## src/sfr_pkg.sv

```systemverilog
// ----------------------------------------------------------------------------
// sfr_pkg
// shared types and constants of the sequenced fragment reassembler
// ----------------------------------------------------------------------------
package sfr_pkg;

  // depth of the packet store in bytes
  localparam int BUF_DEPTH = 2048;
  localparam int ADDR_W    = $clog2(BUF_DEPTH);
  // a length can reach the full depth
  localparam int LEN_W     = ADDR_W + 1;

  typedef enum logic [2:0] {
    ST_STORED   = 3'd0,
    ST_COMPLETE = 3'd1,
    ST_DISCARD  = 3'd2,
    ST_OVERFLOW = 3'd3,
    ST_READ     = 3'd4
  } status_t;

  typedef enum logic {
    OP_FRAGMENT = 1'b0,
    OP_READ     = 1'b1
  } opcode_t;

  typedef struct packed {
    logic first;
    logic last;
  } kind_t;

  typedef struct packed {
    opcode_t     opcode;
    logic        has_byte;
    logic [7:0]  payload_byte;
    logic        fragment_end;
    logic [31:0] frag_seq;
    logic [2:0]  seq_width_bytes;
    logic        first_flag;
    logic        last_flag;
    logic [10:0] read_index;
  } item_t;

  typedef struct packed {
    status_t     status;
    logic [11:0] packet_length;
    logic        rd_ok;
    logic        seq_mismatch;
  } res_t;

endpackage

```

## src/sfr_ctrl.sv

```systemverilog
// ----------------------------------------------------------------------------
// sfr_ctrl
// fragment state tracking, store addressing and result decode
// ----------------------------------------------------------------------------
module sfr_ctrl
  import sfr_pkg::*;
(
  input  logic              clk,
  input  logic              rst,
  input  logic              accept,
  input  item_t             item,
  output res_t              res,
  output logic              we,
  output logic [ADDR_W-1:0] waddr,
  output logic [7:0]        wdata,
  output logic              re,
  output logic [ADDR_W-1:0] raddr
);

  logic [31:0]      expected_seq, expected_seq_next;
  logic             partial_active, partial_active_next;
  logic [LEN_W-1:0] partial_length, partial_length_next;
  logic             mid_fragment, mid_fragment_next;
  kind_t            fragment_kind, fragment_kind_next;
  logic             discarding, discarding_next;
  logic [LEN_W-1:0] completed_length, completed_length_next;

  function automatic logic [31:0] wrap_mask(input logic [2:0] w);
    logic [31:0] m;
    case (w) inside
      [3'd0:3'd1]: m = 32'h0000_00ff;
      3'd2:        m = 32'h0000_ffff;
      3'd3:        m = 32'h00ff_ffff;
      default:     m = 32'hffff_ffff;
    endcase
    return m;
  endfunction

  always_comb begin
    expected_seq_next     = expected_seq;
    partial_active_next   = partial_active;
    partial_length_next   = partial_length;
    mid_fragment_next     = mid_fragment;
    fragment_kind_next    = fragment_kind;
    discarding_next       = discarding;
    completed_length_next = completed_length;

    res.status        = ST_STORED;
    res.packet_length = '0;
    res.rd_ok         = 1'b0;
    res.seq_mismatch  = 1'b0;

    we    = 1'b0;
    waddr = partial_length[ADDR_W-1:0];
    wdata = item.payload_byte;
    re    = 1'b0;
    raddr = ADDR_W'(item.read_index);

    if (item.opcode == OP_READ) begin
      // read back of the completed packet, state untouched
      res.status = ST_READ;
      res.rd_ok  = (32'(item.read_index) < 32'(completed_length)) &&
                   (32'(item.read_index) < BUF_DEPTH);
      re         = accept;
    end else begin
      // header of a fragment is taken from its first item
      if (!mid_fragment) begin
        fragment_kind_next = '{first: item.first_flag, last: item.last_flag};
        if (item.frag_seq != expected_seq) begin
          res.seq_mismatch    = 1'b1;
          partial_active_next = 1'b0;
        end
        if (item.first_flag) begin
          partial_active_next   = 1'b1;
          partial_length_next   = '0;
          completed_length_next = '0;
          discarding_next       = 1'b0;
        end else begin
          discarding_next = !partial_active_next;
        end
        expected_seq_next = (item.frag_seq + 32'd1) & wrap_mask(item.seq_width_bytes);
      end

      if (discarding_next) begin
        res.status = ST_DISCARD;
      end else if (item.has_byte) begin
        if (32'(partial_length_next) >= BUF_DEPTH) begin
          partial_active_next = 1'b0;
          discarding_next     = 1'b1;
          res.status          = ST_OVERFLOW;
        end else begin
          we                  = accept;
          waddr               = partial_length_next[ADDR_W-1:0];
          partial_length_next = partial_length_next + LEN_W'(1);
        end
      end

      if (res.status == ST_STORED && item.fragment_end && fragment_kind_next.last) begin
        completed_length_next = partial_length_next;
        partial_active_next   = 1'b0;
        res.status            = ST_COMPLETE;
        res.packet_length     = 12'(partial_length_next);
      end

      mid_fragment_next = !item.fragment_end;
      if (item.fragment_end) begin
        discarding_next = 1'b0;
      end
    end
  end

  always_ff @(posedge clk) begin
    if (rst) begin
      expected_seq     <= '0;
      partial_active   <= 1'b0;
      partial_length   <= '0;
      mid_fragment     <= 1'b0;
      fragment_kind    <= '0;
      discarding       <= 1'b0;
      completed_length <= '0;
    end else if (accept) begin
      expected_seq     <= expected_seq_next;
      partial_active   <= partial_active_next;
      partial_length   <= partial_length_next;
      mid_fragment     <= mid_fragment_next;
      fragment_kind    <= fragment_kind_next;
      discarding       <= discarding_next;
      completed_length <= completed_length_next;
    end
  end

`ifndef ASSERT_OFF
  a_write_in_range: assert property (@(posedge clk) disable iff (rst)
    we |-> 32'(waddr) < BUF_DEPTH)
    else $error("store write beyond depth");

  a_one_port_op: assert property (@(posedge clk) disable iff (rst)
    !(we && re))
    else $error("write and read issued for the same item");

  a_discard_in_fragment: assert property (@(posedge clk) disable iff (rst)
    !mid_fragment |-> !discarding)
    else $error("discard flag left set between fragments");
`endif

endmodule

```

## config.mk

```make
export PLATFORM = sky130hd
export DESIGN_NAME = sfr_ctrl
export DESIGN_NICKNAME = d
export VERILOG_FILES = /design/src/sfr_pkg.sv /design/src/sfr_ctrl.sv
export SDC_FILE = /design/constraint.sdc
export NUM_CORES = 1
export LEC_CHECK = 0
export BUFFER_PORTS_ARGS = -buffer_cell sky130_fd_sc_hd__buf_4
export CORE_MARGIN = 3
export CORE_UTILIZATION = 25
export DETAILED_ROUTE_END_ITERATION = 8
export PLACE_DENSITY = 0.52
export SETUP_SLACK_MARGIN = 0.3
export SYNTH_ARGS = -nofsm -noshare
export SYNTH_HDL_FRONTEND = slang
export SYNTH_SLANG_ARGS = --single-unit
```

## constraint.sdc

```tcl
create_clock -name clk -period 6.7 [get_ports clk]
set_input_delay 1.005 -clock clk [delete_from_list [all_inputs] [get_ports clk]]
set_output_delay 1.005 -clock clk [all_outputs]
set_load 0.05 [all_outputs]
```

After elaboration in Yosys (flattened, before gate mapping). Index checks and enable logic that the tools add are counted. Widths: inputs -> output; s select.

Input port bits: 62. Word-level logic and storage cells: 82. Register bits: 60. Output and inout port bits: 49.

Order comparisons: 4. $add $sub $neg: 2. Bitwise gates (word level): 3. Equal/unequal tests: 4. Reduce and logical (&&, ||, !) cells: 10. Muxes and demuxes: 52.

Operators by type and width (count): $mux 32 (5); $mux 12 (10); $mux 11 (4); $add 32x1->32 const B (1); $and 32x32->32 (1); $ne 32x32->1 (1); $mux 1 (27); $mux 15 (1); $add 12x1->12 const B (1); $ge 12x12->1 const B (1); $lt 11x12->1 (1); $eq 3x2->1 const B (2); $mux 2 (3); $mux 3 (2); $reduce_and 4->1 (1); $ge 3x1->1 const B (1); $le 3x1->1 const B (1); $logic_and 1x1->1 (3); $logic_not 3->1 (1); $reduce_and 3->1 (1); $logic_not 1->1 (2); $ne 2x1->1 const B (1); $not 1->1 (2); $reduce_and 2->1 (1); $reduce_bool 2->1 (1).

Longest topological paths before layout. Gate-level depths: netlist of run 1.

Word-level depth: 15. Mapped depth: 13. Mapped depth without buffers: 11.

Least setup slack after synthesis of run 1. No wires, ideal clock.

Path kind: input to output. Start: input item[12] (netlist name). End: output res[12] (netlist name). Buffers on the path: 1. Data required time: 5.695 ns. Arrival time: 3.935 ns. Path slack: 1.760 ns. Cell stages on the path: 11. Cell sequence: nand2b_1 > clkbuf_1 > and2_1 > ha_1 > nand4b_1 > nor4b_2 > nand4_1 > or4_1 > o32a_1 > xnor2_1 > nor3b_2.

RTL lines: start: declaration (line sfr_ctrl.sv:11) `input item_t item,`; end: declaration (line sfr_ctrl.sv:12) `output res_t res,`.

==> summary.txt, run 1 <==
Status
  • Run status: complete, no violations

Power and ir drop
  • Combinational share of power: 15.2%
  • Switching fraction of total power: between 20% and 30%
  • Power density over cell area: 207.4 nW/um^2
  • Reported net switching power: 279.1 uW
  • Static leakage power: approximately 2.1 nW
  • Worst IR Drop VDD: 0.1241 mV
  • Cell internal pwr: 799.6 uW
  • Power share of the sequential group: 34.9%
  • Clock network power share: 49.9%

Timing
  • Setup violation total in the final timing report: 0
  • Max Transition Viols Final: 0
  • Final period utilization: 76.86%
  • F_max: 0.1942 GHz
  • Slew at the pin with the worst max-slew slack: 0.8402 ns
  • Final number of hold-violating endpoints: 0
  • Min cycle time layout: 5.150 ns
  • Worst-case headroom to the max-slew limit: 43.78%
  • Clock skew: about 0.0075 ns
  • Total Neg Setup Slack: 0 ns
  • Unrepaired setup endpoints after global routing: no

Synthesis
  • Ranking of synthesized cells by area: dfxtp_1, xor2_1, nor2_1, buf_4, ha_1
  • Top-count cell post-synth: dfxtp_1
  • Average cell area after synthesis: 8.081 um^2
  • Number of enable flip-flop cells after synthesis: 0
  • Seq/Total Area, Yosys: 29.14%
  • Post-synthesis register bit count: 60
  • Total nets after synthesis: ~580
  • Gate count of the mapped netlist: 510
  • Area share of the largest cell type after synthesis: 29.14%
  • Library cells used by synthesis: 51
  • Warnings from Yosys: 0
  • Main flop type after synthesis: dfxtp_1
  • Top cell types by occurrence after synthesis: dfxtp_1, xor2_1, nor2_1
  • Cell taking the most area after synthesis: dfxtp_1
  • Async S/R FF share, synth: 0%
  • Total standard cell area after synthesis: roughly 4100 um^2

Clocking
  • CTS H-Tree Depth: 3
  • Number of buffers inserted to repair setup after CTS: 0
  • Count of hold buffers inserted by post-cts repair: 0
  • Root buffer cell: clkbuf_16
  • Worst skew pair latency: 0.33 ns
  • TritonCTS buffer count: 9
  • Total of cells resized after clock tree synthesis: 0
  • Clock slew at the register clock pins of the worst setup and hold paths: 0.05 ns
  • Sinks on the clock net: 60
  • Maximum clock path buffer count: 2
  • TritonCTS clock tree: built

Setup path
  • Arrival time of the worst setup path: 4.14 ns
  • Nature of the critical path startpoint: primary input
  • Critical setup path kind: primary input to primary output
  • Required time of the critical path: 5.69 ns
  • Biggest fanout along the worst timing path: 14
  • Critical path capture point type: primary output

Place
  • Placed cell area: a little under 5000 um^2
  • I/O Buffers: 94
  • Weighted congestion at the end of routability-driven global placement: slightly below 0.9
  • Post-detailed-placement half-perimeter wirelength: 9328 um

Floorplanning
  • Area of the die: 18060 um^2
  • DIE WIDTH: 134.4 um
  • Starting density of the core: 25.76%
  • Floorplan row count: 46
  • Num ports: 111
  • Chip Height: 134.4 um
  • Floorplan core area: 16000 um^2

Global route
  • Wire length of the first global-routing pass: between 15000 and 20000 um
  • Overall track demand over capacity in global routing: 13.29%
  • Overflow left after global routing: 0
  • Largest net degree at the start of global routing: 40
  • Antenna violations before repair: 0
  • Via count of the first global-routing pass: 3694

Finish
  • Relative area change from synthesis to final layout: 26.23%
  • Filler instances: between 1500 and 2000
  • Number of nets at the end of the flow: 648
  • Fraction of final layout cells with drive strength greater than 1: 21.45%
  • Total non-filler cell area in the finished layout: 5202 um^2
  • Number of antenna cells inserted: 0

Route
  • 1st-pass router iterations: 4
  • Drt first-iter violations: roughly 170
  • Detailed-route DRC error count: 0
  • Post-detailed-routing wire length: 12190 um
  • Routed len/inst: 15.36 um
  • Vias after detailed routing: 3936
  • Number of antenna-violating nets in the routed design: 0
  • Average via count per standard cell: 4.957

Min path
  • Worst Hold Class: register to register

Run
  • Number of max-capacitance violations reported: 0
-- layout by cell type (no fill, tap or decap), drive strengths merged, types with 5 or more instances in the layout --
cell     instances
and3             9
xnor2           13
ha              12
a31oi            6
nand2b           7
a211oi          11
or3              9
buf             97
nor3            11
xor2            56
o21ai           19
nand4           11
clkbuf          10
a22oi           12
nor2b           14
nor3b            5
dfxtp           60
nor4             9
a22o             6
o211ai          13
nand3           25
nor2            43
mux2i            5
a21oi           13
inv             20
o2bb2ai          7
nand2           39
-- sequential cells by signal, summed over array words and instances, names as in the netlist --
register / cells
discarding: 1
expected_seq: 32
partial_length: 12
fragment_kind: 1
partial_active: 1
mid_fragment: 1
completed_length: 12
-- critical path, stage by stage --
cell and delay [ns]:
buf_4 0.13, nand2b_1 0.35, and2_1 0.22, ha_1 0.20
nand4b_1 0.15, nor4b_2 0.54, nand4_1 0.21, or4_1 0.43
o32a_1 0.23, xnor2_1 0.25, nor3b_2 0.21, buf_4 0.22
-- power groups by stage --
stage                     Clock, mW  Combinational [mW]  Sequential, mW
after floorplan                   0               0.116           0.380
after global placement            0               0.162           0.383
after detailed placement          0               0.165           0.384
after CTS                     0.548               0.165           0.376
after global routing          0.563               0.180           0.378
final                         0.538               0.164           0.376
-- path summary, 6_finish.rpt --
check	from	endpoint	slack (ns)	cells after the start
worst max-delay path	item[12]	res[12]	1.55	12
worst min-delay path	fragment_kind[0]$_SDFFE_PP0P_	fragment_kind[0]$_SDFFE_PP0P_	0.46	2
worst max register to register	mid_fragment$_SDFFE_PP0P_	completed_length[10]$_SDFFE_PP0P_	3.11	10
worst min register to register	fragment_kind[0]$_SDFFE_PP0P_	fragment_kind[0]$_SDFFE_PP0P_	0.46	2
-- layer usage --
layer	GRT usage [%]	vias up	part of all wire, %	routed length, um
li1	-	1926	-	-
met1	17.04	1866	45	5510
met2	22.37	131	47	5745
met3	3.526	13	6.8	825
met4	3.054	0	0.92	112
met5	0	-	0	0
-- through the flow --
step	hold slack, ns	utilization (%)	total power, mW	setup slack (ns)	std cells
final	0.4550	32.51	1.079	1.550	794
after global routing	0.4776	32.51	1.121	1.171	794
after CTS	0.4572	32.51	1.090	1.593	794
after detailed placement	0.4483	30.40	0.5485	1.607	779
after global placement	0.4392	30.40	0.5457	1.708	779
after floorplan	0.4323	-	0.4960	1.760	510
-- cell families after synthesis --
group                    synth area share (%)
XOR/XNOR                                14.66
AO/OA/AOI/OAI                           17.24
AND/OR/NAND/NOR                         25.77
buffers and inverters                   8.044
flip-flops                              29.14
multiplexers                            1.488
adder cells (fa/ha/maj)                 3.643
-- final cells by class --
cell class | instances | area, um^2 | area share (%)
repair buffers | 97 | 728.2 | 14.00
flip-flops and latches | 60 | 1201 | 23.09
clock buffers | 10 | 239.0 | 4.594
clock inverters | 5 | 100.1 | 1.924
well taps | 216 | 270.3 | 5.195
inverters | 20 | 75.07 | 1.443
multi-input cells | 386 | 2589 | 49.76
Power figures use the tool's default switching activity.
==> inputs of run 2 (changes only) <==
ABC_AREA = 1   (was unset)
PLACE_DENSITY = 0.51   (was 0.52)
clock period = 5.35 ns   (was 6.7 ns; I/O delays follow)
==> run 2 against run 1 <==
  * Sequential cell count is the same
  * Count of clock-buffer cells in the layout grew 2
  * Total power grew 29%
  * Critical endpoint is now res[10]
==> summary.txt, run 2 <==
Global route
  • Antenna violations before repair: 0
  • Wire length of the first global-routing pass: between 20000 and 25000 um
  • Overflow left after global routing: 0
  • Overall track demand over capacity in global routing: around 15%
  • Via count of the first global-routing pass: 4692
  • Largest net degree at the start of global routing: 45

Clocking
  • Maximum clock path buffer count: 2
  • Sinks on the clock net: 60
  • Number of buffers inserted to repair setup after CTS: 0
  • Root buffer cell: clkbuf_16
  • Count of hold buffers inserted by post-cts repair: 0
  • TritonCTS clock tree: built
  • TritonCTS buffer count: 9
  • CTS H-Tree Depth: 3
  • Clock slew at the register clock pins of the worst setup and hold paths: 0.05 ns
  • Worst skew pair latency: between 0.3 and 0.4 ns
  • Total of cells resized after clock tree synthesis: 0

Timing
  • Clock skew: roughly 0.0094 ns
  • F_max: 0.2549 GHz
  • Min cycle time layout: between 3 and 4 ns
  • Unrepaired setup endpoints after global routing: no
  • Final period utilization: about three quarters
  • Min Hold Slack: 0.4596 ns
  • Worst-case headroom to the max-slew limit: between 40 and 50%
  • Worst setup slack after layout: 1.427 ns
  • Slew at the pin with the worst max-slew slack: ~0.80 ns
  • Total Neg Setup Slack: 0 ns
  • Max Transition Viols Final: 0
  • Final number of hold-violating endpoints: 0
  • Setup violation total in the final timing report: 0

Floorplanning
  • Num ports: 111
  • DIE WIDTH: approximately 140 um
  • Area of the die: 20620 um^2
  • Chip Height: roughly 140 um
  • Starting density of the core: 25.90%
  • Floorplan core area: 18270 um^2
  • Floorplan row count: between 40 and 50

Place
  • Weighted congestion at the end of routability-driven global placement: 0.8718
  • Placed cell area: 5497 um^2
  • Setup Slack @ Placement: 1.408 ns
  • Post-detailed-placement half-perimeter wirelength: roughly 11000 um
  • I/O Buffers: 94

Power and ir drop
  • Power density over cell area: 239.6 nW/um^2
  • Worst IR Drop VDD: around 0.16 mV
  • Static leakage power: approximately 2.6 nW

Synthesis
  • Total standard cell area after synthesis: 4732 um^2
  • Gate count of the mapped netlist: slightly below 800
  • Area share of the largest cell type after synthesis: 25.38%
  • Seq/Total Area, Yosys: 25.38%
  • Total nets after synthesis: 843
  • Library cells used by synthesis: 41
  • Post-synthesis register bit count: 60
  • Number of enable flip-flop cells after synthesis: 0
  • Top cell types by occurrence after synthesis: nand2_1, inv_1, nor2_1
  • Average cell area after synthesis: 6.153 um^2
  • Warnings from Yosys: 0
  • Ranking of synthesized cells by area: dfxtp_1, nand2_1, inv_1, a21oi_1, nor2_1
  • Main flop type after synthesis: dfxtp_1
  • Async S/R FF share, synth: 0%
  • Top-count cell post-synth: nand2_1
  • Cell taking the most area after synthesis: dfxtp_1

Min path
  • Min-Delay Path Depth: 2
  • Endpoint with the worst hold slack: completed_length[10]$_SDFFE_PP0P_
  • Worst Hold Class: register to register
  • Min-Delay Startpoint: completed_length[10]$_SDFFE_PP0P_

Setup path
  • Cell with the largest stage delay on the worst path: ha_1
  • End of the worst register-to-register path: completed_length[8]$_SDFFE_PP0P_
  • Arrival time of the worst setup path: 3.12 ns
  • Number of buffer and inverter stages on the critical path: 4
  • Nature of the critical path startpoint: primary input
  • Kind of cell adding the most delay to the critical path: simple AND/OR/NAND/NOR gates
  • Longest individual stage delay on the worst path: 0.28 ns
  • Start of the worst register-to-register path: mid_fragment$_SDFFE_PP0P_
  • Critical path capture point type: primary output
  • Sequence of cells on the critical path: buf_4 > nand2_2 > inv_2 > nor2_4 > ha_1 > nand2_1 > nor2_1 > nand2_1 > nor3_1 > nand4_1 > nand2_1 > inv_1 > nor2_1 > buf_4
  • Most used cell along the critical path: nand2_1
  • Required time of the critical path: about 4.6 ns
  • Cell depth of the worst flop-to-flop path: 14
  • Worst reg2reg setup slack: about 2.7 ns
  • Critical setup path kind: primary input to primary output
  • Biggest fanout along the worst timing path: 17

Finish
  • Registers with the most flip-flops: expected_seq: 32 flops, completed_length: 12 flops, partial_length: 12 flops
  • Leading cell types in the layout, fill and taps excluded: nand2_1, buf_4, inv_1
  • Total non-filler cell area in the finished layout: slightly below 6000 um^2
  • Number of flip-flops under the largest register name: 32
  • Post-Route Utilization: about a third
  • Relative area change from synthesis to final layout: 22.58%
  • Number of nets at the end of the flow: 908
  • Most common cell after layout, fill and taps aside: nand2_1
  • Fraction of final layout cells with drive strength greater than 1: between 10% and 20%
  • Number of antenna cells inserted: 0
  • Largest Register: expected_seq

Route
  • 1st-pass router iterations: 5
  • Vias after detailed routing: 4816
  • Drt first-iter violations: 261
  • Routed len/inst: 13.60 um
  • Number of antenna-violating nets in the routed design: 0
  • Post-detailed-routing wire length: ~15000 um
  • Average via count per standard cell: 4.509
  • Detailed-route DRC error count: 0

Status
  • Run status: complete, no violations

Run
  • Number of max-capacitance violations reported: 0
## run 2: final cells by class
cell class                 instances  area (um^2)
multi-input combinational        568         2917
sequential                        60         1201
fill                            2059        12470
tap                              229        286.5
inverter                          99        371.6
clock inverter                     4        47.55
timing repair buffer              96        720.7
clock buffer                      12        256.5
## run 2: cells by family after synthesis
| family | count (synthesis) | share of synthesized area (%) |
|---|---|---|
| fa+ha+maj | 12 | 3.173 |
| compound gates | 115 | 13.38 |
| buf+inv | 141 | 13.11 |
| xor+xnor | 35 | 6.478 |
| mux | 1 | 0.2115 |
| flops | 60 | 25.38 |
| simple gates | 405 | 38.26 |
## run 2: routing by layer
metal / global-route usage, % / part of all wire (%) / up-vias
li1: - / - / 2570
met1: 18.07 / 46 / 2115
met2: 25.25 / 47 / 113
met3: 3.594 / 5.4 / 18
met4: 4.609 / 1.9 / 0
met5: 0 / 0 / -
## run 2: worst max path at each step
stage | start | end | slack, ns | cells after the start
2_1_floorplan | item[12] | res[10] | 1.71 | 12
3_3_place_gp | item[21] | res[3] | 1.44 | 13
3_5_place_dp | item[12] | res[10] | 1.41 | 14
4_1_cts | item[12] | res[10] | 1.41 | 14
5_1_grt | item[12] | res[8] | 1.12 | 18
6_report | item[12] | res[10] | 1.43 | 14
## run 2: tightest hold or removal path, cell delays in order, from the launching register on
cell	delay (ns)
dfxtp_1	0.30
nand2_1	0.06
a21oi_1	0.05
## run 2: power breakdown
part	switching, mW	internal, mW
clock network	0.215	0.384
registers	0.0149	0.466
logic	0.204	0.105
## run 2: stage by stage
step	power (mW)	std cells
2_1_floorplan	0.7113	769
3_3_place_gp	0.8013	1052
3_5_place_dp	0.8021	1052
4_1_cts	1.411	1068
5_1_grt	1.470	1068
6_report	1.390	1068
